**src/rtl/utf8v_pkg.sv**
```systemverilog
`timescale 1ns / 1ps
// ----------------------------------------------------------------------------
// utf8v_pkg
// Shared types and constants for the UTF-8 message validator.
// ----------------------------------------------------------------------------
package utf8v_pkg;

  typedef enum logic [2:0] {
    REASON_OK       = 3'd0,
    REASON_EMPTY    = 3'd1,
    REASON_TOO_LONG = 3'd2,
    REASON_BAD_ENC  = 3'd3,
    REASON_BLANK    = 3'd4
  } reason_e;

  localparam logic [15:0] MAX_LENGTH_RESET = 16'd1024;

  localparam logic [7:0] ASCII_MASK = 8'h80;
  localparam logic [7:0] CONT_MASK  = 8'hC0;
  localparam logic [7:0] CONT_TAG   = 8'h80;
  localparam logic [7:0] LEAD2_MASK = 8'hE0;
  localparam logic [7:0] LEAD2_TAG  = 8'hC0;
  localparam logic [7:0] LEAD3_MASK = 8'hF0;
  localparam logic [7:0] LEAD3_TAG  = 8'hE0;
  localparam logic [7:0] LEAD4_MASK = 8'hF8;
  localparam logic [7:0] LEAD4_TAG  = 8'hF0;

  localparam logic [7:0] CHAR_TAB   = 8'd9;
  localparam logic [7:0] CHAR_LF    = 8'd10;
  localparam logic [7:0] CHAR_CR    = 8'd13;
  localparam logic [7:0] CHAR_SPACE = 8'd32;

  function automatic logic is_c_space(input logic [7:0] b);
    is_c_space = (b == CHAR_SPACE) || ((b >= CHAR_TAB) && (b <= CHAR_CR));
  endfunction

endpackage

```
**src/rtl/utf8_message_validator.sv**
```systemverilog
`timescale 1ns / 1ps
// ----------------------------------------------------------------------------
// utf8_message_validator
// Checks a byte stream message for UTF-8 structure, control bytes, length
// and whitespace-only content; one verdict item per message.
// ----------------------------------------------------------------------------
//  channel   direction  handshake                payload
//  in        input      in_valid_i / in_stall_o  data_byte, has_byte, end_of_message
//  out       output     out_valid_o / out_stall_i message_ok, reject_reason
//  cfg       input      cfg_we_i                 cfg_wdata_i (max_length)
//
//  One item per cycle sustained unless a held verdict stalls a message's last
//  item; that item is held in the input register, then its verdict in the result register.
//  Message state updates as an item leaves the input register.
//  A held verdict stalls only items that end a message; others pass on.
//  Reset clears message state and sets max_length to 1024.
// ----------------------------------------------------------------------------
module utf8_message_validator #(
  parameter int COUNT_BITS = 16
) (
  input  logic                     clk_i,
  input  logic                     rst_ni,
  input  logic                     cfg_we_i,
  input  logic [15:0]              cfg_wdata_i,
  input  logic                     in_valid_i,
  output logic                     in_stall_o,
  input  logic [7:0]               data_byte_i,
  input  logic                     has_byte_i,
  input  logic                     end_of_message_i,
  output logic                     out_valid_o,
  input  logic                     out_stall_i,
  output logic                     message_ok_o,
  output logic [2:0]               reject_reason_o
);
  import utf8v_pkg::*;

  localparam int CNT_W = COUNT_BITS + 1;
  localparam int CMP_W = (CNT_W > 16) ? CNT_W : 16;

  logic [15:0]      max_length_q;
  logic             s1_valid_q, s1_valid_d;
  logic [7:0]       s1_data_q;
  logic             s1_has_q, s1_eom_q;
  logic             out_valid_q, out_valid_d;
  logic             out_ok_q;
  reason_e          out_reason_q, reason;

  logic [1:0]       pend_q, pend_d;
  logic             err_q, err_d;
  logic [CNT_W-1:0] cnt_q, cnt_d;
  logic             nsp_q, nsp_d;

  logic             out_free, s1_go, in_load;
  logic [CMP_W-1:0] cap, lim, cnt_ext, maxl_ext;

  assign out_free   = !out_valid_q || !out_stall_i;
  assign s1_go      = s1_valid_q && (!s1_eom_q || out_free);
  assign in_stall_o = s1_valid_q && !s1_go;
  assign in_load    = in_valid_i && !in_stall_o;

  always_comb begin
    s1_valid_d = s1_valid_q;
    if (in_load) begin
      s1_valid_d = 1'b1;
    end else if (s1_go) begin
      s1_valid_d = 1'b0;
    end
    out_valid_d = out_valid_q;
    if (s1_go && s1_eom_q) begin
      out_valid_d = 1'b1;
    end else if (out_free) begin
      out_valid_d = 1'b0;
    end
  end

  // byte decode
  always_comb begin
    pend_d = pend_q;
    err_d  = err_q;
    cnt_d  = cnt_q;
    nsp_d  = nsp_q;
    if (s1_has_q) begin
      if (!cnt_q[COUNT_BITS]) begin
        cnt_d = cnt_q + CNT_W'(1);
      end
      if (!is_c_space(s1_data_q)) begin
        nsp_d = 1'b1;
      end
      if (!err_q) begin
        if (pend_q != 2'd0) begin
          if ((s1_data_q & CONT_MASK) == CONT_TAG) begin
            pend_d = pend_q - 2'd1;
          end else begin
            err_d  = 1'b1;
            pend_d = 2'd0;
          end
        end else begin
          priority if ((s1_data_q & ASCII_MASK) == 8'd0) begin
            if ((s1_data_q < CHAR_SPACE) && (s1_data_q != CHAR_TAB) &&
                (s1_data_q != CHAR_LF) && (s1_data_q != CHAR_CR)) begin
              err_d = 1'b1;
            end
          end else if ((s1_data_q & LEAD2_MASK) == LEAD2_TAG) begin
            pend_d = 2'd1;
          end else if ((s1_data_q & LEAD3_MASK) == LEAD3_TAG) begin
            pend_d = 2'd2;
          end else if ((s1_data_q & LEAD4_MASK) == LEAD4_TAG) begin
            pend_d = 2'd3;
          end else begin
            err_d = 1'b1;
          end
        end
      end
    end
  end

  // verdict on the updated state
  assign cap      = (CMP_W'(1) << COUNT_BITS) - CMP_W'(1);
  assign maxl_ext = CMP_W'(max_length_q);
  assign lim      = (maxl_ext > cap) ? cap : maxl_ext;
  assign cnt_ext  = CMP_W'(cnt_d);

  always_comb begin
    priority if (cnt_d == '0) begin
      reason = REASON_EMPTY;
    end else if (cnt_ext > lim) begin
      reason = REASON_TOO_LONG;
    end else if (err_d || (pend_d != 2'd0)) begin
      reason = REASON_BAD_ENC;
    end else if (!nsp_d) begin
      reason = REASON_BLANK;
    end else begin
      reason = REASON_OK;
    end
  end

  always_ff @(posedge clk_i or negedge rst_ni) begin
    if (!rst_ni) begin
      max_length_q <= MAX_LENGTH_RESET;
      s1_valid_q   <= 1'b0;
      out_valid_q  <= 1'b0;
      pend_q       <= 2'd0;
      err_q        <= 1'b0;
      cnt_q        <= '0;
      nsp_q        <= 1'b0;
    end else begin
      if (cfg_we_i) begin
        max_length_q <= cfg_wdata_i;
      end
      s1_valid_q  <= s1_valid_d;
      out_valid_q <= out_valid_d;
      if (s1_go) begin
        if (s1_eom_q) begin
          pend_q <= 2'd0;
          err_q  <= 1'b0;
          cnt_q  <= '0;
          nsp_q  <= 1'b0;
        end else begin
          pend_q <= pend_d;
          err_q  <= err_d;
          cnt_q  <= cnt_d;
          nsp_q  <= nsp_d;
        end
      end
    end
  end

  always_ff @(posedge clk_i) begin
    if (in_load) begin
      s1_data_q <= data_byte_i;
      s1_has_q  <= has_byte_i;
      s1_eom_q  <= end_of_message_i;
    end
    if (s1_go && s1_eom_q) begin
      out_ok_q     <= (reason == REASON_OK);
      out_reason_q <= reason;
    end
  end

  assign out_valid_o     = out_valid_q;
  assign message_ok_o    = out_ok_q;
  assign reject_reason_o = out_reason_q;

endmodule

```
**config.mk**
```make
export PLATFORM = sky130hd
export DESIGN_NAME = utf8_message_validator
export DESIGN_NICKNAME = d
export VERILOG_FILES = /design/src/rtl/utf8v_pkg.sv /design/src/rtl/utf8_message_validator.sv
export SDC_FILE = /design/constraint.sdc
export NUM_CORES = 1
export LEC_CHECK = 0
export ABC_AREA = 0
export BUFFER_PORTS_ARGS = -buffer_cell sky130_fd_sc_hd__clkbuf_2
export CAP_MARGIN = 30
export CORE_ASPECT_RATIO = 1.1
export CORE_MARGIN = 4
export CORE_UTILIZATION = 45
export CTS_CLUSTER_SIZE = 24
export DETAILED_ROUTE_END_ITERATION = 8
export GPL_ROUTABILITY_DRIVEN = 0
export PLACE_DENSITY_LB_ADDON = 0.05
export SETUP_SLACK_MARGIN = 0.1
export SYNTH_ARGS = -nofsm -noshare
export SYNTH_HDL_FRONTEND = slang
export SYNTH_SLANG_ARGS = --single-unit
```
**constraint.sdc**
```tcl
create_clock -name clk_i -period 4.32 [get_ports clk_i]
set_input_delay 0.648 -clock clk_i [delete_from_list [all_inputs] [get_ports clk_i]]
set_output_delay 0.648 -clock clk_i [all_outputs]
set_load 0.1 [all_outputs]
```
==> results.json <==
{
  "status": "complete, no violations",
  "worstPathMaxFanout": 10,
  "cts_made_buffers": 5,
  "yosysSeqAreaShare": 0.436,
  "grt_max_degree": 32,
  "grt_usage": 0.177,
  "fin_cells": 453,
  "layout_commonest_cell": "nand2_1",
  "async_reset_ff_frac": 0.736,
  "io_pins": 37,
  "syn-cell-area_um2": 3210,
  "syn_to_final_growth_pct": 10.2,
  "drt_pre_antenna_iters": 4,
  "final_cell_mix": "51 x nand2_1, 42 x o21ai_0, 38 x dfrtp_1, 36 x clkbuf_2, 19 x inv_1",
  "wl_mm": 6.97,
  "setup.worst_path.end_class": "flip-flop",
  "peakVddDrop_mv": 0.189,
  "p_leak_nw": 1.61,
  "fin_crit_ns": 3.73,
  "switching_power_mw": 0.343,
  "crit_slowest_cell": "dfrtp_1",
  "syn-num-nets": 388,
  "cts_resized": 0,
  "clk_latency_ns": 0.32,
  "syn_inst": 339,
  "crit_buf_inv": 0,
  "r2r-end": "message_ok_o",
  "setup_viol": 0,
  "clockRootBuffer": "clkbuf_8",
  "required_ns": 4.48,
  "avgSynthCellArea_um2": 9.46,
  "die_w_um": 88.5,
  "drt_iter0_markers": 163,
  "vias": 2498,
  "clk_pin_slew_ns": 0.10,
  "drv_slew": 0,
  "antenna_found_initial": 0,
  "die_h_um": 96.6,
  "reg2reg_from": "cnt_q[0]",
  "clock_power_share": 0.270,
  "finalCritPeriodShare": 0.864,
  "wl_per_cell_um": 15.4,
  "vias_per_cell": 5.51,
  "cts_tree": "yes",
  "reg2reg_depth": 11,
  "hpwl_mm": 5.34,
  "htree_levels": 2,
  "antennaDiodeCount": 0,
  "max_cap_viol_count": 0,
  "antenna_left": 0,
  "crit_arrival_ns": 3.89,
  "cts_sinks": 53,
  "yosysWarnings": 0,
  "synthFlopType": "dfrtp_1",
  "grt_setup_unrepaired": "false",
  "die_area_um2": 8550,
  "nets": 416,
  "startpoint_type": "flip-flop",
  "power.internal_mw": 0.745,
  "dp.cells": 445,
  "path_delay_family": "compound AO/OA/AOI/OAI gates",
  "hold_viol": 0,
  "start_util": 0.460,
  "seq_power_share": 0.533,
  "finalSetupTns_ns": 0,
  "route.detailed.drc": 0,
  "synth_edf_count": 14,
  "slew_headroom": 0.412,
  "synth_seq_cells": 53,
  "cts_buffer_depth": 2,
  "p_comb_frac": 0.197,
  "slowest_delay_ns": 0.52,
  "worst_pin_slew_ns": 0.879,
  "switching_share": 0.315,
  "crit_type": "flip-flop to flip-flop",
  "fillers": 674,
  "max_freq_mhz": 268,
  "crit_chain": "ha_1 > nand4b_1 > nor2_1 > xor2_1 > ha_1 > a211oi_1 > nor2_1 > o41a_1 > o41ai_1 > nand2_1 > nor4b_2",
  "rows": 32,
  "skew_ns": 0.00556,
  "io_buffers": 36,
  "core_area_um2": 6970,
  "grt_pass1_vias": 2391,
  "gr-total-overflow": 0,
  "power_density_nw_per_um2": 308,
  "cts_setup_buffers": 0,
  "hold_path.class": "primary input to async pin",
  "cts-hold-fix-buffers": 0,
  "grt_first_pass_wirelength_mm": 11.6,
  "reg2reg_slack_ns": 0.59,
  "drive_gt1_frac": 0.182,
  "yosysUniqueCellTypes": 62
}
==> worst reg2reg max path, cell delays in order (launching register included) <==
cell and delay (ns):
dfrtp_1 0.52, ha_1 0.28, nand4b_1 0.27, nor2_1 0.34, xor2_1 0.21, ha_1 0.28, a211oi_1 0.24, nor2_1 0.08
o41a_1 0.42, o41ai_1 0.51, nand2_1 0.19, nor4b_2 0.23
==> metal layers <==
layer / wire length, µm / share of wire / track usage
met1: 3200 / 0.46 / 0.245
met2: 3260 / 0.47 / 0.281
met3: 402 / 0.058 / 0.0322
met4: 112 / 0.016 / 0.0567
met5: 0 / 0 / 0
==> kinds of logic after synthesis <==
family | count (synthesis) | synth area share
AND/OR/NAND/NOR | 129 | 0.224
multiplexers | 4 | 0.0148
flip-flops | 53 | 0.436
buffers and inverters | 36 | 0.0484
adder cells (fa/ha/maj) | 18 | 0.0702
AO/OA/AOI/OAI | 82 | 0.156
XOR/XNOR | 17 | 0.0511
==> cell type report <==
type / count / area, µm² / area share
Clock inverter: 3 / 21.3 / 0.00602
Timing Repair Buffer: 38 / 215 / 0.0609
Sequential cell: 53 / 1400 / 0.395
Multi-Input combinational cell: 250 / 1660 / 0.468
Inverter: 19 / 71.3 / 0.0202
Clock buffer: 5 / 68.8 / 0.0195
Tap cell: 85 / 106 / 0.0301
==> how the worst max path moves through the flow <==
| stage | from | end | slack [ns] | cells past startpoint |
|---|---|---|---|---|
| 3_5_place_dp | cnt_q[0] | reject_reason_o[2] | 0.60 | 11 |
| 4_1_cts | cnt_q[0] | reject_reason_o[2] | 0.58 | 11 |
| 2_1_floorplan | cnt_q[1] | message_ok_o | 1.23 | 11 |
| 3_3_place_gp | cnt_q[0] | message_ok_o | 0.75 | 11 |
| 5_1_grt | cnt_q[0] | reject_reason_o[2] | 0.20 | 11 |
| 6_report | cnt_q[0] | message_ok_o | 0.59 | 11 |
==> power groups by stage <==
stage | Clock, mW | Combinational (mW) | Sequential (mW)
5_1_grt | 0.324 | 0.242 | 0.586
6_report | 0.294 | 0.215 | 0.580
3_5_place_dp | 0 | 0.216 | 0.590
3_3_place_gp | 0 | 0.210 | 0.589
2_1_floorplan | 0 | 0.127 | 0.614
4_1_cts | 0.304 | 0.218 | 0.580
==> metrics by stage <==
stage / setup WS, ns / utilization / instance area, µm² / hold WS, ns / power, mW
floorplan: 1.23 / - / 3210 / 0.352 / 0.741
global placement: 0.753 / 0.491 / 3420 / 0.499 / 0.799
detailed placement: 0.601 / 0.495 / 3450 / 0.509 / 0.806
CTS: 0.583 / 0.508 / 3540 / 0.305 / 1.10
global route: 0.199 / 0.508 / 3540 / 0.318 / 1.15
finish: 0.586 / 0.508 / 3540 / 0.282 / 1.09
==> registers in the layout, indices dropped and copies added (netlist names) <==
name and flops:
reject_reason_o 3, pend_q 2, max_length_q 16, s1_valid_q 1, s1_data_q 8, s1_eom_q 1, err_q 1, cnt_q 17
message_ok_o 1, nsp_q 1, out_valid_o 1, s1_has_q 1
==> synth_stat cells (7+ instances only) <==
| cell | n | share of area |
|---|---|---|
| a21oi_1 | 8 | 0.012 |
| a31oi_1 | 9 | 0.018 |
| clkbuf_1 | 8 | 0.0094 |
| dfrtp_1 | 38 | 0.30 |
| edfxtp_1 | 14 | 0.13 |
| ha_1 | 18 | 0.070 |
| inv_1 | 19 | 0.022 |
| nand2_1 | 51 | 0.060 |
| nand3_1 | 7 | 0.011 |
| nor2_1 | 17 | 0.020 |
| nor3_1 | 10 | 0.016 |
| o21ai_0 | 42 | 0.066 |
| xnor2_1 | 8 | 0.022 |
| xor2_1 | 7 | 0.019 |
No activity file was read; power rests on OpenSTA's default activity.
